[src/rtl/core/a85_pkg.sv]
// ----------------------------------------------------------------------------
// a85_pkg: shared types and constants of the ASCII85 line encoder
// Character codes, divider constants and the job records passed between the
// front end, the digit converter and the character emitter.
// ----------------------------------------------------------------------------
`default_nettype none

package a85_pkg;

    localparam logic [7:0] CH_NL    = 8'd10;
    localparam logic [7:0] CH_SP    = 8'd32;
    localparam logic [7:0] CH_BANG  = 8'd33;
    localparam logic [7:0] CH_PCT   = 8'd37;
    localparam logic [7:0] CH_GT    = 8'd62;
    localparam logic [7:0] CH_Z     = 8'd122;
    localparam logic [7:0] CH_TILDE = 8'd126;

    // digit values (character minus '!')
    localparam logic [6:0] DIG_BANG = 7'd0;
    localparam logic [6:0] DIG_PCT  = 7'd4;

    localparam logic [7:0] LIMIT_RESET = 8'd79;

    // floor(w / 85) == (w * DIV_MAGIC) >> DIV_SHIFT for any 32-bit w
    localparam logic [31:0] DIV_MAGIC = 32'hC0C0C0C1;
    localparam int          DIV_SHIFT = 38;

    localparam int QUEUE_DEPTH_DEF = 2;

    typedef logic [4:0][6:0] digits_t;

    typedef struct packed {
        logic        is_flush;
        logic        run_end;
        logic [1:0]  fill;
        logic [31:0] word;
    } job_t;

    typedef struct packed {
        logic        is_flush;
        logic        run_end;
        logic [1:0]  fill;
        logic        is_zero;
        digits_t     digit;
    } conv_t;

endpackage

`default_nettype wire

[src/rtl/core/a85_if.sv]
// ----------------------------------------------------------------------------
// a85_if: channel interfaces of the ASCII85 line encoder
// Input byte channel, output character channel and line limit write channel.
// ----------------------------------------------------------------------------
`default_nettype none

interface a85_item_if;
    logic       valid;
    logic       ready;
    logic [7:0] data_byte;
    logic       byte_present;
    logic       is_last;
    modport source (output valid, data_byte, byte_present, is_last, input ready);
    modport sink (input valid, data_byte, byte_present, is_last, output ready);
endinterface

interface a85_char_if;
    logic       valid;
    logic       ready;
    logic [7:0] out_char;
    logic       run_end;
    modport source (output valid, out_char, run_end, input ready);
    modport sink (input valid, out_char, run_end, output ready);
endinterface

interface a85_cfg_if;
    logic       valid;
    logic       ready;
    logic [7:0] col_limit;
    modport source (output valid, col_limit, input ready);
    modport sink (input valid, col_limit, output ready);
endinterface

`default_nettype wire

[src/rtl/core/ascii85_line_encoder.sv]
// ----------------------------------------------------------------------------
// ascii85_line_encoder: ASCII85 encoder with line breaking
// Encodes a byte stream into ASCII85 characters with line length limit,
// percent-at-line-start protection and stream terminator.
// ----------------------------------------------------------------------------
//  channel  dir  handshake     payload
//  items    in   valid/ready   data_byte, byte_present, is_last
//  chars    out  valid/ready   out_char, run_end
//  cfg      in   valid/ready   col_limit (always ready)
//
//  Bytes are taken one per cycle while the queue has room and no flush is
//  held; a full group or a flush is queued and converted by a shared
//  divide-by-85 unit, each division a multiply step then a remainder step.
//  Characters leave at one per cycle while the output is ready; each job
//  also passes setup, the line break check and the percent or space check.
//  Reset clears the group, line column, previous character (newline) and sets
//  the column limit to 79. Output stalls back up through emitter, converter
//  and queue.
// ----------------------------------------------------------------------------
`default_nettype none

module ascii85_line_encoder #(
    parameter int QUEUE_DEPTH = a85_pkg::QUEUE_DEPTH_DEF
) (
    input  wire logic   clk,
    input  wire logic   rst_n,
    a85_item_if.sink    items,
    a85_char_if.source  chars,
    a85_cfg_if.sink     cfg
);
    import a85_pkg::*;

    logic [7:0] limit_reg;
    job_t       push_job;
    logic       push_valid;
    logic       push_ready;
    job_t       pop_job;
    logic       pop_valid;
    logic       pop_ready;
    conv_t      conv;
    logic       conv_valid;
    logic       conv_ready;

    assign cfg.ready = 1'b1;

    always_ff @(posedge clk or negedge rst_n)
    begin
        if (!rst_n)
            limit_reg <= LIMIT_RESET;
        else if (cfg.valid)
            limit_reg <= cfg.col_limit;
    end

    a85_front u_front (
        .clk        (clk),
        .rst_n      (rst_n),
        .items      (items),
        .push_job   (push_job),
        .push_valid (push_valid),
        .push_ready (push_ready)
    );

    a85_queue #(
        .DEPTH (QUEUE_DEPTH)
    ) u_queue (
        .clk        (clk),
        .rst_n      (rst_n),
        .push_job   (push_job),
        .push_valid (push_valid),
        .push_ready (push_ready),
        .pop_job    (pop_job),
        .pop_valid  (pop_valid),
        .pop_ready  (pop_ready)
    );

    a85_digits u_digits (
        .clk        (clk),
        .rst_n      (rst_n),
        .job        (pop_job),
        .job_valid  (pop_valid),
        .job_ready  (pop_ready),
        .conv       (conv),
        .conv_valid (conv_valid),
        .conv_ready (conv_ready)
    );

    a85_emit u_emit (
        .clk        (clk),
        .rst_n      (rst_n),
        .col_limit  (limit_reg),
        .conv       (conv),
        .conv_valid (conv_valid),
        .conv_ready (conv_ready),
        .chars      (chars)
    );

endmodule

`default_nettype wire

[src/rtl/core/a85_front.sv]
// ----------------------------------------------------------------------------
// a85_front: byte grouping front end
// Gathers bytes into groups of four and turns full groups and stream ends
// into jobs for the back end.
// ----------------------------------------------------------------------------
`default_nettype none

module a85_front (
    input  wire logic          clk,
    input  wire logic          rst_n,
    a85_item_if.sink           items,
    output a85_pkg::job_t      push_job,
    output logic               push_valid,
    input  wire logic          push_ready
);
    import a85_pkg::*;

    logic [23:0] group_reg, group_next;
    logic [1:0]  fill_reg, fill_next;
    logic        hold_valid_reg, hold_valid_next;
    job_t        hold_reg, hold_next;

    logic        accept;
    logic        full;
    logic [1:0]  fill_after;
    logic [23:0] bytes_after;
    job_t        group_job;
    job_t        flush_job;

    assign items.ready = !hold_valid_reg && push_ready;
    assign accept      = items.valid && items.ready;
    assign full        = items.byte_present && (fill_reg == 2'd3);

    always_comb
    begin
        if (full)
        begin
            fill_after  = 2'd0;
            bytes_after = 24'd0;
        end
        else if (items.byte_present)
        begin
            fill_after  = fill_reg + 2'd1;
            bytes_after = {group_reg[15:0], items.data_byte};
        end
        else
        begin
            fill_after  = fill_reg;
            bytes_after = group_reg;
        end

        group_job.is_flush = 1'b0;
        group_job.run_end  = !items.is_last;
        group_job.fill     = 2'd0;
        group_job.word     = {group_reg, items.data_byte};

        flush_job.is_flush = 1'b1;
        flush_job.run_end  = 1'b1;
        flush_job.fill     = fill_after;
        case (fill_after)
            2'd1:    flush_job.word = {bytes_after[7:0], 24'd0};
            2'd2:    flush_job.word = {bytes_after[15:0], 16'd0};
            2'd3:    flush_job.word = {bytes_after, 8'd0};
            default: flush_job.word = 32'd0;
        endcase
    end

    always_comb
    begin
        group_next      = group_reg;
        fill_next       = fill_reg;
        hold_valid_next = hold_valid_reg;
        hold_next       = hold_reg;
        push_valid      = 1'b0;
        push_job        = hold_reg;

        if (hold_valid_reg)
        begin
            push_valid = 1'b1;
            if (push_ready)
                hold_valid_next = 1'b0;
        end
        else if (accept)
        begin
            if (items.is_last)
            begin
                group_next = 24'd0;
                fill_next  = 2'd0;
            end
            else
            begin
                group_next = bytes_after;
                fill_next  = fill_after;
            end

            if (full)
            begin
                push_valid = 1'b1;
                push_job   = group_job;
                // hold the flush behind the group
                if (items.is_last)
                begin
                    hold_valid_next = 1'b1;
                    hold_next       = flush_job;
                end
            end
            else if (items.is_last)
            begin
                push_valid = 1'b1;
                push_job   = flush_job;
            end
        end
    end

    always_ff @(posedge clk or negedge rst_n)
    begin
        if (!rst_n)
        begin
            group_reg      <= 24'd0;
            fill_reg       <= 2'd0;
            hold_valid_reg <= 1'b0;
        end
        else
        begin
            group_reg      <= group_next;
            fill_reg       <= fill_next;
            hold_valid_reg <= hold_valid_next;
        end
    end

    always_ff @(posedge clk)
    begin
        hold_reg <= hold_next;
    end

endmodule

`default_nettype wire

[src/rtl/core/a85_queue.sv]
// ----------------------------------------------------------------------------
// a85_queue: job queue
// Small register FIFO that decouples the front end from the back end.
// ----------------------------------------------------------------------------
`default_nettype none

module a85_queue #(
    parameter int DEPTH = a85_pkg::QUEUE_DEPTH_DEF
) (
    input  wire logic          clk,
    input  wire logic          rst_n,
    input  wire a85_pkg::job_t push_job,
    input  wire logic          push_valid,
    output logic               push_ready,
    output a85_pkg::job_t      pop_job,
    output logic               pop_valid,
    input  wire logic          pop_ready
);
    import a85_pkg::*;

    localparam int PW = (DEPTH > 1) ? $clog2(DEPTH) : 1;
    localparam int CW = $clog2(DEPTH + 1);

    job_t          mem_reg [DEPTH];
    logic [PW-1:0] wr_ptr_reg, wr_ptr_next;
    logic [PW-1:0] rd_ptr_reg, rd_ptr_next;
    logic [CW-1:0] count_reg, count_next;
    logic          do_push;
    logic          do_pop;

    assign push_ready = (count_reg != CW'(DEPTH));
    assign pop_valid  = (count_reg != '0);
    assign pop_job    = mem_reg[rd_ptr_reg];
    assign do_push    = push_valid && push_ready;
    assign do_pop     = pop_valid && pop_ready;

    always_comb
    begin
        wr_ptr_next = wr_ptr_reg;
        rd_ptr_next = rd_ptr_reg;
        count_next  = count_reg;
        if (do_push)
            wr_ptr_next = (wr_ptr_reg == PW'(DEPTH - 1)) ? '0 : wr_ptr_reg + PW'(1);
        if (do_pop)
            rd_ptr_next = (rd_ptr_reg == PW'(DEPTH - 1)) ? '0 : rd_ptr_reg + PW'(1);
        if (do_push && !do_pop)
            count_next = count_reg + CW'(1);
        else if (do_pop && !do_push)
            count_next = count_reg - CW'(1);
    end

    always_ff @(posedge clk or negedge rst_n)
    begin
        if (!rst_n)
        begin
            wr_ptr_reg <= '0;
            rd_ptr_reg <= '0;
            count_reg  <= '0;
        end
        else
        begin
            wr_ptr_reg <= wr_ptr_next;
            rd_ptr_reg <= rd_ptr_next;
            count_reg  <= count_next;
        end
    end

    always_ff @(posedge clk)
    begin
        if (do_push)
            mem_reg[wr_ptr_reg] <= push_job;
    end

endmodule

`default_nettype wire

[src/rtl/core/a85_digits.sv]
// ----------------------------------------------------------------------------
// a85_digits: base-85 digit converter
// Splits a 32-bit word into five base-85 digits by reciprocal multiply, each
// division a multiply step then a remainder step; takes a new job once idle.
// ----------------------------------------------------------------------------
`default_nettype none

module a85_digits (
    input  wire logic          clk,
    input  wire logic          rst_n,
    input  wire a85_pkg::job_t job,
    input  wire logic          job_valid,
    output logic               job_ready,
    output a85_pkg::conv_t     conv,
    output logic               conv_valid,
    input  wire logic          conv_ready
);
    import a85_pkg::*;

    logic        busy_reg;
    logic        phase_reg;
    logic [1:0]  cnt_reg;
    logic [31:0] w_reg;
    logic [63:0] prod_reg;
    digits_t     dig_reg;
    logic        is_flush_reg;
    logic        run_end_reg;
    logic [1:0]  fill_reg;
    logic        is_zero_reg;
    logic        out_valid_reg;
    conv_t       out_reg;

    logic [25:0] quo;
    logic [31:0] quo_x;
    logic [31:0] rem_x;
    logic [6:0]  rem;
    logic        slot_free;
    logic        finish;

    assign job_ready  = !busy_reg;
    assign conv       = out_reg;
    assign conv_valid = out_valid_reg;
    assign slot_free  = !out_valid_reg || conv_ready;

    assign quo    = prod_reg[63:DIV_SHIFT];
    assign quo_x  = {6'd0, quo};
    // w - 85*q with 85 = 64 + 16 + 4 + 1
    assign rem_x  = w_reg - ((quo_x << 6) + (quo_x << 4) + (quo_x << 2) + quo_x);
    assign rem    = rem_x[6:0];
    assign finish = busy_reg && phase_reg && (cnt_reg == 2'd3) && slot_free;

    always_ff @(posedge clk or negedge rst_n)
    begin
        if (!rst_n)
        begin
            busy_reg      <= 1'b0;
            phase_reg     <= 1'b0;
            cnt_reg       <= 2'd0;
            out_valid_reg <= 1'b0;
        end
        else
        begin
            if (!busy_reg)
            begin
                if (job_valid)
                begin
                    busy_reg  <= 1'b1;
                    phase_reg <= 1'b0;
                    cnt_reg   <= 2'd0;
                end
            end
            else if (!phase_reg)
                phase_reg <= 1'b1;
            else if (cnt_reg != 2'd3)
            begin
                phase_reg <= 1'b0;
                cnt_reg   <= cnt_reg + 2'd1;
            end
            else if (slot_free)
                busy_reg <= 1'b0;

            if (finish)
                out_valid_reg <= 1'b1;
            else if (conv_ready)
                out_valid_reg <= 1'b0;
        end
    end

    always_ff @(posedge clk)
    begin
        if (!busy_reg && job_valid)
        begin
            w_reg        <= job.word;
            is_flush_reg <= job.is_flush;
            run_end_reg  <= job.run_end;
            fill_reg     <= job.fill;
            is_zero_reg  <= (job.word == 32'd0);
        end
        else if (busy_reg && !phase_reg)
            prod_reg <= {32'd0, w_reg} * {32'd0, DIV_MAGIC};
        else if (busy_reg && phase_reg && cnt_reg != 2'd3)
        begin
            w_reg                  <= quo_x;
            dig_reg[3'd4 - {1'b0, cnt_reg}] <= rem;
        end

        if (finish)
        begin
            out_reg.is_flush <= is_flush_reg;
            out_reg.run_end  <= run_end_reg;
            out_reg.fill     <= fill_reg;
            out_reg.is_zero  <= is_zero_reg;
            out_reg.digit    <= {dig_reg[4], dig_reg[3], dig_reg[2], rem, quo[6:0]};
        end
    end

endmodule

`default_nettype wire

[src/rtl/core/a85_emit.sv]
// ----------------------------------------------------------------------------
// a85_emit: character emitter
// Sequences digits, 'z', line breaks, flush space and terminator, tracking
// the line column and previous character, into the output register.
// ----------------------------------------------------------------------------
`default_nettype none

module a85_emit (
    input  wire logic           clk,
    input  wire logic           rst_n,
    input  wire logic [7:0]     col_limit,
    input  wire a85_pkg::conv_t conv,
    input  wire logic           conv_valid,
    output logic                conv_ready,
    a85_char_if.source          chars
);
    import a85_pkg::*;

    localparam logic [3:0] S_IDLE = 4'd0;
    localparam logic [3:0] S_BRK  = 4'd1;
    localparam logic [3:0] S_PCT  = 4'd2;
    localparam logic [3:0] S_DIG  = 4'd3;
    localparam logic [3:0] S_DNL  = 4'd4;
    localparam logic [3:0] S_Z    = 4'd5;
    localparam logic [3:0] S_SP   = 4'd6;
    localparam logic [3:0] S_TIL  = 4'd7;
    localparam logic [3:0] S_GT   = 4'd8;

    logic [3:0] state_reg, state_next;
    conv_t      job_reg;
    logic [2:0] idx_reg, idx_next;
    logic [2:0] extra_reg, extra_next;
    logic [7:0] col_reg, col_next;
    logic [7:0] prev_reg, prev_next;
    logic       out_valid_reg;
    logic [7:0] out_char_reg;
    logic       out_end_reg;

    logic       step;
    logic       emit;
    logic [7:0] emit_char;
    logic       emit_end;
    logic       stream_done;
    logic [6:0] d0, d1, d2, d3, d4;
    logic [6:0] dsel;
    logic [2:0] last_idx;
    logic [2:0] nchars;
    logic [8:0] flush_len;
    logic       sp_now;
    logic       pct_cond;
    logic [7:0] prev_after;

    assign d0   = job_reg.digit[0];
    assign d1   = job_reg.digit[1];
    assign d2   = job_reg.digit[2];
    assign d3   = job_reg.digit[3];
    assign d4   = job_reg.digit[4];
    assign dsel = job_reg.digit[idx_reg];

    assign step       = !out_valid_reg || chars.ready;
    assign conv_ready = (state_reg == S_IDLE);
    assign last_idx   = job_reg.is_flush ? {1'b0, job_reg.fill} : 3'd4;
    assign nchars     = (job_reg.fill == 2'd0) ? 3'd2 : {1'b0, job_reg.fill} + 3'd3;
    assign sp_now     = (job_reg.fill != 2'd0) && (d0 == DIG_PCT)
                        && (((prev_reg == CH_NL) && (d1 == DIG_PCT || d1 == DIG_BANG))
                            || ((prev_reg == CH_PCT) && (col_reg == 8'd1)));
    assign flush_len  = {1'b0, col_reg} + {6'd0, nchars} + {8'd0, sp_now};
    assign pct_cond   = (d0 == DIG_PCT || d0 == DIG_BANG) && (prev_reg == CH_PCT)
                        && (col_reg == 8'd1);
    assign prev_after = pct_cond ? CH_NL : prev_reg;

    always_comb
    begin
        state_next  = state_reg;
        idx_next    = idx_reg;
        extra_next  = extra_reg;
        emit        = 1'b0;
        emit_char   = CH_NL;
        emit_end    = 1'b0;
        stream_done = 1'b0;

        case (state_reg)
            S_IDLE:
            begin
                if (conv_valid)
                    state_next = S_BRK;
            end
            S_BRK:
            begin
                if (job_reg.is_flush)
                begin
                    emit       = (flush_len > {1'b0, col_limit});
                    state_next = S_SP;
                end
                else if (job_reg.is_zero)
                begin
                    emit       = (col_reg >= col_limit);
                    state_next = S_Z;
                end
                else
                begin
                    emit       = ({1'b0, col_reg} + 9'd5 > {1'b0, col_limit});
                    state_next = S_PCT;
                end
            end
            S_PCT:
            begin
                emit       = pct_cond;
                idx_next   = 3'd0;
                extra_next = 3'd0;
                if (d0 == DIG_PCT && prev_after == CH_NL && (d1 == DIG_PCT || d1 == DIG_BANG))
                begin
                    if (d1 == DIG_BANG)      extra_next = 3'd1;
                    else if (d2 == DIG_BANG) extra_next = 3'd2;
                    else if (d2 != DIG_PCT)  extra_next = 3'd1;
                    else if (d3 == DIG_BANG) extra_next = 3'd3;
                    else if (d3 != DIG_PCT)  extra_next = 3'd2;
                    else if (d4 == DIG_BANG) extra_next = 3'd4;
                    else if (d4 != DIG_PCT)  extra_next = 3'd3;
                    else                     extra_next = 3'd4;
                end
                state_next = S_DIG;
            end
            S_DIG:
            begin
                emit      = 1'b1;
                emit_char = {1'b0, dsel} + CH_BANG;
                if (idx_reg < extra_reg)
                    state_next = S_DNL;
                else if (idx_reg == last_idx)
                begin
                    if (job_reg.is_flush)
                        state_next = S_TIL;
                    else
                    begin
                        emit_end   = job_reg.run_end;
                        state_next = S_IDLE;
                    end
                end
                else
                    idx_next = idx_reg + 3'd1;
            end
            S_DNL:
            begin
                emit       = 1'b1;
                idx_next   = idx_reg + 3'd1;
                state_next = S_DIG;
            end
            S_Z:
            begin
                emit       = 1'b1;
                emit_char  = CH_Z;
                emit_end   = job_reg.run_end;
                state_next = S_IDLE;
            end
            S_SP:
            begin
                emit       = sp_now;
                emit_char  = CH_SP;
                idx_next   = 3'd0;
                extra_next = 3'd0;
                state_next = (job_reg.fill != 2'd0) ? S_DIG : S_TIL;
            end
            S_TIL:
            begin
                emit       = 1'b1;
                emit_char  = CH_TILDE;
                state_next = S_GT;
            end
            S_GT:
            begin
                emit        = 1'b1;
                emit_char   = CH_GT;
                emit_end    = job_reg.run_end;
                stream_done = 1'b1;
                state_next  = S_IDLE;
            end
            default:
            begin
                state_next = S_IDLE;
            end
        endcase

        col_next  = col_reg;
        prev_next = prev_reg;
        if (emit)
        begin
            prev_next = emit_char;
            if (emit_char == CH_NL)
                col_next = 8'd0;
            else if (col_reg != 8'd255)
                col_next = col_reg + 8'd1;
        end
        // return to the start-of-stream state
        if (stream_done)
        begin
            col_next  = 8'd0;
            prev_next = CH_NL;
        end
    end

    assign chars.valid    = out_valid_reg;
    assign chars.out_char = out_char_reg;
    assign chars.run_end  = out_end_reg;

    always_ff @(posedge clk or negedge rst_n)
    begin
        if (!rst_n)
        begin
            state_reg     <= S_IDLE;
            idx_reg       <= 3'd0;
            extra_reg     <= 3'd0;
            col_reg       <= 8'd0;
            prev_reg      <= CH_NL;
            out_valid_reg <= 1'b0;
        end
        else
        begin
            if (state_reg == S_IDLE || step)
            begin
                state_reg <= state_next;
                idx_reg   <= idx_next;
                extra_reg <= extra_next;
            end
            if (state_reg != S_IDLE && step)
            begin
                col_reg  <= col_next;
                prev_reg <= prev_next;
            end
            if (step && emit && state_reg != S_IDLE)
                out_valid_reg <= 1'b1;
            else if (chars.ready)
                out_valid_reg <= 1'b0;
        end
    end

    always_ff @(posedge clk)
    begin
        if (state_reg == S_IDLE && conv_valid)
            job_reg <= conv;
        if (step && emit && state_reg != S_IDLE)
        begin
            out_char_reg <= emit_char;
            out_end_reg  <= emit_end;
        end
    end

endmodule

`default_nettype wire

[src/flat_wrapper.sv]
// flat-port wrapper written by rule: the top's interface ports become plain ports
module ascii85_line_encoder_flat import a85_pkg::*;
#(
    parameter int QUEUE_DEPTH = a85_pkg::QUEUE_DEPTH_DEF
)
  (clk, rst_n, items_valid, items_data_byte, items_byte_present, items_is_last, items_ready, chars_valid, chars_out_char, chars_run_end, chars_ready, cfg_valid, cfg_col_limit, cfg_ready);
  a85_item_if items_i ();
  a85_char_if chars_i ();
  a85_cfg_if cfg_i ();
  input  wire logic clk;
  input  wire logic rst_n;
  input wire logic [$bits(items_i.valid)-1:0] items_valid;
  input wire logic [$bits(items_i.data_byte)-1:0] items_data_byte;
  input wire logic [$bits(items_i.byte_present)-1:0] items_byte_present;
  input wire logic [$bits(items_i.is_last)-1:0] items_is_last;
  output wire logic [$bits(items_i.ready)-1:0] items_ready;
  output wire logic [$bits(chars_i.valid)-1:0] chars_valid;
  output wire logic [$bits(chars_i.out_char)-1:0] chars_out_char;
  output wire logic [$bits(chars_i.run_end)-1:0] chars_run_end;
  input wire logic [$bits(chars_i.ready)-1:0] chars_ready;
  input wire logic [$bits(cfg_i.valid)-1:0] cfg_valid;
  input wire logic [$bits(cfg_i.col_limit)-1:0] cfg_col_limit;
  output wire logic [$bits(cfg_i.ready)-1:0] cfg_ready;
  assign items_i.valid = items_valid;
  assign items_i.data_byte = items_data_byte;
  assign items_i.byte_present = items_byte_present;
  assign items_i.is_last = items_is_last;
  assign items_ready = items_i.ready;
  assign chars_valid = chars_i.valid;
  assign chars_out_char = chars_i.out_char;
  assign chars_run_end = chars_i.run_end;
  assign chars_i.ready = chars_ready;
  assign cfg_i.valid = cfg_valid;
  assign cfg_i.col_limit = cfg_col_limit;
  assign cfg_ready = cfg_i.ready;
  ascii85_line_encoder #(.QUEUE_DEPTH(QUEUE_DEPTH)) u_core (.clk(clk), .rst_n(rst_n), .items(items_i), .chars(chars_i), .cfg(cfg_i));
endmodule
[config.mk]
export PLATFORM = sky130hd
export DESIGN_NAME = ascii85_line_encoder_flat
export DESIGN_NICKNAME = d
export VERILOG_FILES = /design/src/rtl/core/a85_pkg.sv /design/src/rtl/core/a85_if.sv /design/src/rtl/core/ascii85_line_encoder.sv /design/src/rtl/core/a85_front.sv /design/src/rtl/core/a85_queue.sv /design/src/rtl/core/a85_digits.sv /design/src/rtl/core/a85_emit.sv /design/src/flat_wrapper.sv
export SDC_FILE = /design/constraint.sdc
export NUM_CORES = 1
export LEC_CHECK = 0
export ABC_AREA = 1
export BUFFER_PORTS_ARGS = -buffer_cell sky130_fd_sc_hd__clkbuf_2
export CORE_ASPECT_RATIO = 1.2
export CORE_MARGIN = 4
export CORE_UTILIZATION = 45
export DETAILED_ROUTE_END_ITERATION = 16
export GPL_ROUTABILITY_DRIVEN = 0
export SETUP_SLACK_MARGIN = 0.05
export SYNTH_ARGS = -nofsm -noshare
export SYNTH_HDL_FRONTEND = slang
export SYNTH_HIERARCHICAL = 1
export SYNTH_SLANG_ARGS = --single-unit
[constraint.sdc]
create_clock -name clk -period 9.6 [get_ports clk]
set_input_delay 0.48 -clock clk [delete_from_list [all_inputs] [get_ports clk]]
set_output_delay 0.48 -clock clk [all_outputs]
set_load 0.02 [all_outputs]
* Yosys cells after proc, flatten, opt, wreduce, memory -nomap -nowiden
Memories as Yosys holds them, arrays and structs flattened. Index checks and enable logic that the tools add are counted.
Word-level totals: register bits after elaboration 332, memory bits (writable) 72, input bits 23, word-level logic and storage cells 278, memories kept 1
Operators by class: magnitude comparators 7, multipliers 1, reductions and logical operators 74, eq/ne operators 34, multiplexer cells 88, $add $sub $neg 18, bitwise operators 3
Memories:
- u_core.u_queue.mem_reg | words 2, width 36, rd ports 1, clocked after Yosys merged registers in 0, wr ports 1, line a85_queue.sv:24 | job_t mem_reg [DEPTH];
Operator list (number):
- two-way mux 36 bit | 4
- two-way mux 32 bit | 3
- case mux 32 bit (3 select lines) | 1
- two-way mux 24 bit | 3
- multiplier 32 x 32 -> 64 bit (second input constant) | 1
- two-way mux 8 bit | 7
- two-way mux 3 bit | 16
- case mux 8 bit (5 select lines) | 1
- bitwise mux 35 bit | 1
- logical NOT 7 bit | 5
- logical NOT 32 bit | 1
- two-way mux 1 bit | 31
- logical AND 1 bit | 25
- == test 8 x 4 -> 1 bit (second input constant) | 3
- case mux 4 bit (6 select lines) | 1
- adder 7 bit | 3
- binary-select mux 7 bit (select 3 bit) | 1
- demux 7 bit (select 3 bit) | 1
- inequality test 7 x 3 -> 1 bit (second input constant) | 3
- greater-than comparator 9 x 8 -> 1 bit | 2
- two-way mux 2 bit | 9
- nonzero test 2 bit | 9
- == test 4 x 3 -> 1 bit (second input constant) | 4
- AND reduction 3 bit | 5
- 46 further kinds | 85

* Longest topological paths before layout
Gate-level depths: netlist of run 1.
depth after elaboration 12, depth in mapped cells 29, depth with buffers taken out 29

* Modules after synthesis
The synthesis of run 1 kept the hierarchy.
Modules (own cells, without submodules):
- a85_digits | cells an instance 1831, sequential area each 3848.7 um^2, area each 16666.0 um^2, instances 1
- a85_emit | cells an instance 570, sequential area each 2149.6 um^2, area each 4810.9 um^2, instances 1
- a85_front | cells an instance 501, sequential area each 1756.7 um^2, area each 3836.2 um^2, instances 1
- a85_queue | cells an instance 216, sequential area each 2262.2 um^2, area each 2857.7 um^2, instances 1
- ascii85_line_encoder | cells an instance 36, sequential area each 206.4 um^2, area each 322.8 um^2, instances 1

* Worst setup path before layout of run 1
No wires, ideal clock.
path kind register to register, start point register u_core.u_digits.w_reg[6], end point register u_core.u_digits.prod_reg[62], data pin, arrival 5263 ps, cell stages (with the launch flop) 23, slack 4085 ps, cell sequence edfxtp_1 > ha_1 > ha_1 > inv_1 > fa_1 > inv_1 > fa_1 > inv_1 > fa_1 > fa_1 > fa_1 > inv_1 > ha_1 > ha_1 > a21oi_1 > o21a_1 > nand2_1 > a21oi_1 > nor2_1 > nor2_1 > nand2_1 > nand2_1 > nand2_1
On the way: cells in the longest elaborated chain, start to end 1
RTL lines:
- from (decl) | line a85_digits.sv:23 | logic [31:0] w_reg;
- from (signal assigned) | line a85_digits.sv:93 | w_reg <= job.word;
- from (signal assigned) | line a85_digits.sv:103 | w_reg <= quo_x;
- multiplier 32 x 32 -> 64 bit | line a85_digits.sv:100 | prod_reg <= {32'd0, w_reg} * {32'd0, DIV_MAGIC};
- to (signal assigned) | line a85_digits.sv:100
- to (decl) | line a85_digits.sv:24 | logic [63:0] prod_reg;
No other way between the ends. A chain may end at the register's enable or synchronous reset.

* Worst setup path after layout of run 1
start point register u_core.u_digits.w_reg[6], end point register u_core.u_digits.prod_reg[55], data pin
Same word-level chain as after synthesis.

==> impl_metrics.ini, run 1 <==
[run_status]
status = finished clean

[timing]
maxSlewHeadroom = 0.238
hold_viol = 0
grt_setup_unrepaired = no
skew_ns = 0.0306
period_share = 0.649
fmax_ghz = 0.160
fin_setup_tns_ns = 0
period_needed_ns = 6.23
finalSetupViolations = 0
tightest_slew_ns = 1.14
drv_slew = 0

[setup_path]
worstSetupPathType = register to register
endpoint_kind = register
r2r-start = u_core/u_digits/w_reg[6]$_DFFE_PP_
required_ns = 9.94
crit_path_start = u_core/u_digits/w_reg[6]$_DFFE_PP_
critPathMaxFanout = 4
cp_data_arrival_time_ns = 6.57
cp-start-kind = register

[final_layout]
drive_above_1_share = 0.0747
fin_nets = 3758
diodes = 0
largest_register_ffs = 72
area_delta_synth_final_pct = 8.66

[floorplanning]
io_pins = 35
start_util = 0.456
core_area_mm2 = 0.0624
dieArea_mm2 = 0.0674
fp.dieH_um = 284
chipWidth_um = 238
placementRows = 100

[logic_synthesis]
yosysWarnings = 6
yosys-top-cells-area = edfxtp_1 (30%), ha_1 (16%), fa_1 (12%)
seq_area_frac_synth = 0.359
yosysTopAreaCell = edfxtp_1
ys_ff_latch = 352
synth_nets = 3720
yosys.area.top_type_share = 0.296
synth_edf_count = 281
synth_flop_cell = edfxtp_1
ys_async_sr_fraction = 0.202
synthCells = 3154
ys_types = 61
syn_area_mm2 = 0.0285
avgSynthCellArea_um2 = 9.03

[detailed_routing]
viasPerCell = 5.25
wl_mm = 75.9
drc = 0
drt-pass1-iter-count = 5
ant_nets = 0
vias = 21200
wl_per_cell_um = 18.8
drtIter0Drc = 1630

[min_path]
hp-class = input port to register
hold_start = cfg_col_limit[3]

[grt]
antenna_found_initial = 0
grt_pass1_vias = 21400
overflow = 0
grt_max_degree = 68
grt_usage = 0.225
grt_pass1_wl_mm = 120

[place]
numPortBuffers = 33
hpwl_mm = 61.2

[clock_tree]
cts_buffers = 42
cts_setup_buffers = 0
cts.hold.buffers_added = 1
cts_tree = built
ctsResizeCount = 0
cts_root_buf = clkbuf_16
cts_max_path_buffers = 3
clock_latency_ns = 0.59
clkSlewWorstSetupHoldPaths_ns = 0.06
clock-sinks = 352
htreeDepth = 2

[flow_run]
drv_cap = 0
==> cells in the mapped netlist (4+ instances only) <==
cell        n
a21o_1      4
a21oi_1   100
a22oi_1    24
buf_2      16
buf_4       9
buf_6       6
clkbuf_1   20
dfrtp_1    64
dfstp_2     7
edfxtp_1  281
fa_1      173
ha_1      370
inv_1     593
inv_2      35
nand2_1   763
nand2_2    20
nand3_1   118
nand3_2     5
nand3b_1    4
nand4_1    42
nor2_1    165
nor2_2     19
nor2_4     10
nor3_1     15
nor3_2     11
nor4_1     12
o21ai_0   122
o21ai_1    22
o21ai_2     7
o21bai_1    8
o22ai_1    13
o32ai_1     5
xnor2_1    14
xor2_1     33
==> final timing paths <==
check	to	slack, ns	depth (start not counted)
worst max-delay path	u_core/u_digits/prod_reg[55]$_DFFE_PP_	3.37	21
worst min-delay path	u_core/limit_reg[3]$_DFFE_PN1P_	0.1	3
worst max register to register	u_core/u_digits/prod_reg[55]$_DFFE_PP_	3.37	21
worst min register to register	u_core/u_emit/d0[0]$_DFFE_PP_	0.42	0
max in group asynchronous	u_core/u_front/group_reg[12]$_DFFE_PN0P_	8.14	3
min in group asynchronous	u_core/u_emit/col_reg[7]$_DFFE_PN0P_	0.31	2
==> metal layers <==
| metal | GRT usage | wire [µm] |
|---|---|---|
| met3 | 0.0323 | 4050 |
| met4 | 0.0889 | 3560 |
| met5 | 0 | 0 |
| met1 | 0.288 | 30800 |
| met2 | 0.384 | 37400 |
==> kinds of logic after synthesis <==
family,after synthesis,share of synthesized area
AND/OR/NAND/NOR,1203,0.184
other,1,0.000132
adder cells (fa/ha/maj),543,0.284
AO/OA/AOI/OAI,326,0.0651
XOR/XNOR,47,0.0144
flip-flops,352,0.359
buffers and inverters,682,0.0933
==> critical path: stages, from the launching register on <==
cell and delay, ns:
edfxtp_1 0.50, ha_1 0.34, ha_1 0.31, inv_1 0.06, fa_1 0.51, inv_1 0.06, fa_1 0.50, inv_1 0.09
fa_1 0.51, fa_1 0.52, fa_1 0.58, inv_1 0.05, ha_1 0.29, ha_1 0.34, a21oi_1 0.25, o21ai_0 0.22
a21oi_1 0.36, o21ai_1 0.18, nand2_1 0.13, nand3_1 0.08, nand2_1 0.06, nand2_1 0.04
==> placed cells by master (no fill, tap or decap), types with 11 or more instances in the layout <==
cell       instances
nand2_1          763
inv_1            593
ha_1             370
edfxtp_1         281
fa_1             173
nor2_1           159
o21ai_0          122
nand3_1          118
a21oi_1          100
dfrtp_1           64
clkbuf_16         43
nand4_1           42
inv_2             35
xor2_1            33
clkbuf_2          32
a22oi_1           24
nor2_2            22
o21ai_1           22
nand2_2           20
nor3_1            15
buf_4             14
xnor2_1           14
nor2_4            13
o22ai_1           13
clkbuf_1          12
nor4_1            12
nor3_2            11
==> area by class of cell <==
cell class	count	area (µm²)
multi-input cells	2120	15600
repair buffers	47	275
flip-flops and latches	352	10200
inverters	629	2360
clock inverters	22	304
well taps	816	1020
clock buffers	56	1130
fillers	5870	31500
==> through the flow <==
stage / std cells / setup slack (ns) / hold slack, ns / cell area (µm²) / utilization
floorplan: 3154 / 4.08 / 0.184 / 28500 / -
global placement: 3963 / 3.50 / 0.365 / 29500 / 0.473
detailed placement: 3963 / 3.49 / 0.373 / 29500 / 0.473
CTS: 4042 / 3.47 / 0.0686 / 31000 / 0.496
global route: 4042 / 3.12 / 0.0933 / 31000 / 0.496
finish: 4042 / 3.37 / 0.0987 / 31000 / 0.496
Power of run 1 is not shown: default switching activity piles up to over one toggle a cycle in this logic, so the estimate is an artifact.
==> run 2: changes to the inputs <==
==> constraint.sdc (replaced) <==
create_clock -name clk -period 5.2 [get_ports clk]
set_input_delay 0.26 -clock clk [delete_from_list [all_inputs] [get_ports clk]]
set_output_delay 0.26 -clock clk [all_outputs]
set_load 0.02 [all_outputs]
==> run 2 against run 1 <==
  * The flow now finishes with violations (negative setup slack)
  * Highest routed layer unchanged
  * Count of clock-buffer cells in the layout fell by 7
  * Sequential cell count did not move
  * Critical endpoint is now u_core/u_digits/prod_reg[62]$_DFFE_PP_
  * Final cell count rose by 7.0%
  * Non-clock buffer count rose by 283
  * Die area did not move
  * Sequential share of layout area fell by 3.7 points
  * Fmax rose by 9.5%
  * First-iteration DRC count fell by 7.5%
==> impl_metrics.ini, run 2 (synthesized netlist as in run 1, its figures left out) <==
[setup_path]
endpoint_kind = register
critPathMaxFanout = 3
r2r-start = u_core/u_digits/w_reg[4]$_DFFE_PP_
rr_endpoint = u_core/u_digits/prod_reg[62]$_DFFE_PP_
cp_data_arrival_time_ns = 6.01
required_ns = 5.52
crit_path_start = u_core/u_digits/w_reg[4]$_DFFE_PP_
cp-start-kind = register
rrSetupSlack_ns = -0.49
worstSetupPathType = register to register
worst_path_most_repeated_cell = fa_1
ff2ff_path_depth = 22
worstPathCellList = ha_4 > ha_4 > inv_2 > fa_1 > inv_1 > fa_1 > inv_2 > fa_1 > fa_1 > fa_1 > inv_2 > ha_4 > ha_4 > a21oi_4 > o21a_1 > nand2_2 > a21oi_4 > nor2_2 > nor2_2 > nand2_1 > nand2_1 > nand2_1
setup.worst_path.end = u_core/u_digits/prod_reg[62]$_DFFE_PP_
max_stage_delay_ns = 0.58
critPathSlowestCell = fa_1

[timing]
period_share = 1.09
fin_setup_tns_ns = -10.08
grt_setup_unrepaired = yes
post-route-worst-setup-slack_ns = -0.492
fmax_ghz = 0.176
finalSetupViolations = 26
hold_viol = 0
drv_slew = 0
tightest_slew_ns = 1.13
skew_ns = 0.0203
maxSlewHeadroom = 0.243
period_needed_ns = 5.69

[final_layout]
diodes = 0
largest_register_ffs = 72
area_delta_synth_final_pct = 22.2
layout.cells.non_filler = 4323
design_area_mm2 = 0.0348
fin_nets = 4040
final_common_cell = nand2_1
drive_above_1_share = 0.216
fill_cells = 5395
final_cell_mix = nand2_1 (727), inv_1 (569), ha_1 (297), edfxtp_1 (281), buf_4 (269)

[clock_tree]
clock_latency_ns = 0.57
clkSlewWorstSetupHoldPaths_ns = 0.06
htreeDepth = 2
cts_tree = built
cts_root_buf = clkbuf_16
clock-sinks = 352
cts_buffers = 41
cts_max_path_buffers = 3

[run_status]
violations = negative setup slack
status = finished with violations

[grt]
grt_pass1_wl_mm = 128
antenna_found_initial = 0
grt_max_degree = 67
grt_usage = 0.241
grt_pass1_vias = 23300
overflow = 0

[flow_run]
drv_cap = 0

[place]
dpl_cell_area_mm2 = 0.0317
dpl.cell_count = 4192
hpwl_mm = 66.0
numPortBuffers = 33
pre_cts_slack_ns = -0.724

[detailed_routing]
wl_per_cell_um = 19.1
ant_nets = 0
drc = 0
drt-pass1-iter-count = 5
viasPerCell = 5.21
wl_mm = 82.8
drtIter0Drc = 1508
vias = 22500

[floorplanning]
chipWidth_um = 238
core_area_mm2 = 0.0624
start_util = 0.456
fp.dieH_um = 284
io_pins = 35
dieArea_mm2 = 0.0674
placementRows = 100

[min_path]
hp-class = input port to register
## run 2: cell count changes in the layout (fill, tap and decap cells not counted), sizes merged
| cell | delta |
|---|---|
| inv | -1 |
| dlygate4sd3 | +13 |
| bufinv | -2 |
| clkbuf | -7 |
| clkinv | +7 |
| buf | +270 |
| clkinvlp | +1 |
## run 2: cell type report
type / instances / area [µm²] / area share
multi-input cells: 2120 / 17400 / 0.500
flip-flops and latches: 352 / 10200 / 0.294
well taps: 816 / 1020 / 0.0293
inverters: 629 / 2370 / 0.0680
clock inverters: 27 / 259 / 0.00744
clock buffers: 49 / 1070 / 0.0306
repair buffers: 330 / 2490 / 0.0715
## run 2: how the worst min path moves through the flow
stage,cells past startpoint,end,start,slack [ns]
2_1_floorplan,0,u_core/limit_reg[4]$_DFFE_PN0P_,rst_n,-0.04
3_3_place_gp,1,u_core/limit_reg[5]$_DFFE_PN0P_,rst_n,0.12
3_5_place_dp,1,u_core/limit_reg[5]$_DFFE_PN0P_,rst_n,0.13
4_1_cts,3,u_core/limit_reg[1]$_DFFE_PN1P_,cfg_valid,0.006
5_1_grt,3,u_core/limit_reg[7]$_DFFE_PN0P_,cfg_valid,0.05
6_report,3,u_core/limit_reg[7]$_DFFE_PN0P_,cfg_valid,0.05
## run 2: repair_timing
| item | CTS | global route |
|---|---|---|
| endpoints found under the hold margin | 21 | 0 |
| hold buffers | 14 | 0 |
| setup buffers | 23 | 20 |
| setup endpoints to repair | 26 | 26 |
| resized for setup | 136 | 139 |
| pin swaps | 59 | 91 |
## run 2: layer usage
layer	GRT usage	share of wire	vias to the layer above
met5	0	0	-
met4	0.0999	0.050	0
met3	0.0286	0.045	189
met2	0.426	0.50	631
met1	0.298	0.40	10900
li1	-	-	10800
## run 2: worst max-delay path, delay by kind of cell (launching register included)
family	cells	cell delay, ns
AND/OR/NAND/NOR	6	0.52
buffers and inverters	4	0.20
flip-flops	1	0.53
adder cells (fa/ha/maj)	9	3.62
AO/OA/AOI/OAI	3	0.59
## run 2: per-stage QoR
step / hold WS, ns / utilization
floorplan: -0.0356 / -
global placement: 0.125 / 0.508
detailed placement: 0.127 / 0.508
CTS: 0.00555 / 0.545
global route: 0.0550 / 0.558
finish: 0.0469 / 0.558
Power of run 2 is left out for the same reason.
==> run 3: changes to the inputs <==
--- a/config.mk
+++ b/config.mk
@@ -15,5 +15,4 @@
 export SETUP_SLACK_MARGIN = 0.05
 export SYNTH_ARGS = -nofsm -noshare
 export SYNTH_HDL_FRONTEND = slang
-export SYNTH_HIERARCHICAL = 1
 export SYNTH_SLANG_ARGS = --single-unit
==> run 3 against run 2 <==
  * The run still ends with negative setup slack left
  * Non-clock buffer count increased by 1
  * Die area decreased by 3.4%
  * Utilization increased by 0.62 points
  * Setup slack got worse by 0.18 ns
  * Sequential cell count unchanged
  * Synthesized cell count decreased by 8.6%
  * Highest routed layer unchanged
  * Final area decreased by 2.7%
  * Clock skew increased by 0.026 ns
==> impl_metrics.ini, run 3 <==
[clock_tree]
cts_tree = built
htreeDepth = 2
clock-sinks = 352
cts_buffers = 38
cts_root_buf = clkbuf_16
clkSlewWorstSetupHoldPaths_ns = 0.07
clock_latency_ns = 0.58
cts_max_path_buffers = 3

[logic_synthesis]
synthCells = 2882
avgSynthCellArea_um2 = 9.54
ys_ff_latch = 352
ys_async_sr_fraction = 0.202
yosysMostFrequentCell = inv_1
synth_flop_cell = edfxtp_1
yosys-top-cells-count = inv_1 (618), nand2_1 (465), ha_1 (370)
yosysTopAreaCell = edfxtp_1
synth_nets = 3448
seq_area_frac_synth = 0.372
yosys.area.top_type_share = 0.307
yosysWarnings = 0
syn_area_mm2 = 0.0275
ys_types = 61
yosys-top-cells-area = edfxtp_1 (31%), ha_1 (17%), fa_1 (13%)
synth_edf_count = 281

[timing]
maxSlewHeadroom = 0.270
fin_hold_ws_ns = 0.0562
skew_ns = 0.0463
tightest_slew_ns = 1.09
grt_setup_unrepaired = yes
period_needed_ns = 5.87
period_share = 1.13
fmax_ghz = 0.170
post-route-worst-setup-slack_ns = -0.672
hold_viol = 0
finalSetupViolations = 26
drv_slew = 0

[setup_path]
endpoint_kind = register
worstPathCellList = ha_4 > ha_4 > inv_4 > fa_1 > inv_2 > fa_2 > inv_2 > fa_1 > fa_1 > fa_1 > inv_2 > ha_4 > ha_4 > nand2_4 > nor2_4 > inv_2 > buf_6 > nor4_4 > nand4_1 > nand3_2 > a21oi_2 > xnor2_1
cp-start-kind = register
critPathSlowestCell = fa_1
crit_buf_inv = 6
ff2ff_path_depth = 22
rrSetupSlack_ns = -0.67
worstSetupPathType = register to register
required_ns = 5.52
cp_data_arrival_time_ns = 6.19
cp_num_cells = 22
crit_family = adder cells
critPathMaxFanout = 4
max_stage_delay_ns = 0.55

[min_path]
min_path_cells = 3
hp-class = input port to register

[floorplanning]
core_area_mm2 = 0.0601
placementRows = 98
fp.dieH_um = 279
chipWidth_um = 234
start_util = 0.457
io_pins = 35
dieArea_mm2 = 0.0651

[run_status]
status = finished with violations
violations = negative setup slack

[grt]
grt_usage = 0.234
antenna_found_initial = 0
grt_max_degree = 60
overflow = 0
grt_pass1_wl_mm = 120
grt_pass1_vias = 21800

[detailed_routing]
drc = 0
viasPerCell = 5.28
drt-pass1-iter-count = 7
wl_mm = 77.0
vias = 21300
ant_nets = 0
drtIter0Drc = 1491
wl_per_cell_um = 19.1

[final_layout]
diodes = 0
final_common_cell = inv_1
layout.cells.non_filler = 4034
final_cell_mix = inv_1 (583), nand2_1 (451), ha_1 (284), edfxtp_1 (281), buf_4 (277)
drive_above_1_share = 0.211
fin_nets = 3772
largest_register_ffs = 72
final_core_util = 0.564
area_delta_synth_final_pct = 23.3

[flow_run]
drv_cap = 0

[place]
dpl.cell_count = 3922
hpwl_mm = 61.3
numPortBuffers = 33
pre_cts_slack_ns = -1.01
==> run 3: kinds of logic after synthesis <==
logic type,synth area share
buffers and inverters,0.0932
adder cells (fa/ha/maj),0.294
flip-flops,0.372
other,0.000136
AND/OR/NAND/NOR,0.125
AO/OA/AOI/OAI,0.0936
multiplexers,0.00260
XOR/XNOR,0.0188
==> run 3: layout make-up <==
type | count | area [µm²]
Fill cell | 5158 | 26200
Multi-Input combinational cell | 1860 | 16500
Sequential cell | 352 | 10200
Timing Repair Buffer | 331 | 2490
Inverter | 623 | 2340
Tap cell | 800 | 1000
Clock buffer | 44 | 995
Clock inverter | 24 | 348
==> run 3: metrics by stage <==
step / TNS, ns / cell area [µm²]
6_report: -13.93 / 33900
5_1_grt: -17.62 / 33900
4_1_cts: -15.04 / 33000
3_5_place_dp: -17.61 / 31300
3_3_place_gp: -17.79 / 31300
2_1_floorplan: -0.908 / 28300
==> run 3: path summary, 6_finish.rpt <==
check | startpoint | end
worst max register to register | u_core.u_digits.w_reg[5]$_DFFE_PP_ | u_core.u_digits.prod_reg[51]$_DFFE_PP_
worst max-delay path | u_core.u_digits.w_reg[5]$_DFFE_PP_ | u_core.u_digits.prod_reg[51]$_DFFE_PP_
min in group asynchronous | rst_n | u_core.limit_reg[4]$_DFFE_PN0P_
max in group asynchronous | rst_n | u_core.u_front.group_reg[9]$_DFFE_PN0P_
worst min register to register | u_core.u_digits.conv[17]$_DFFE_PP_ | u_core.u_emit.d2[3]$_DFFE_PP_
worst min-delay path | cfg_valid | u_core.limit_reg[6]$_DFFE_PN1P_
==> run 3: layer usage <==
layer	global-route usage	routed length, µm
met5	0	0
met4	0.0885	3370
met3	0.0277	3880
met2	0.397	38000
met1	0.308	31700
==> run 3: what timing repair did <==
item,CTS,global route
hold endpoints to repair,25,0
pin swaps,42,68
setup buffers,11,26
hold buffers,9,0
endpoints found under the setup margin,26,26
resized for setup,50,139
==> run 3: tightest hold or removal path, cell delays in order <==
cell and delay, ns:
clkbuf_2 0.19, nand2_1 0.09, o21ai_0 0.07
Power of run 3 is left out for the same reason.
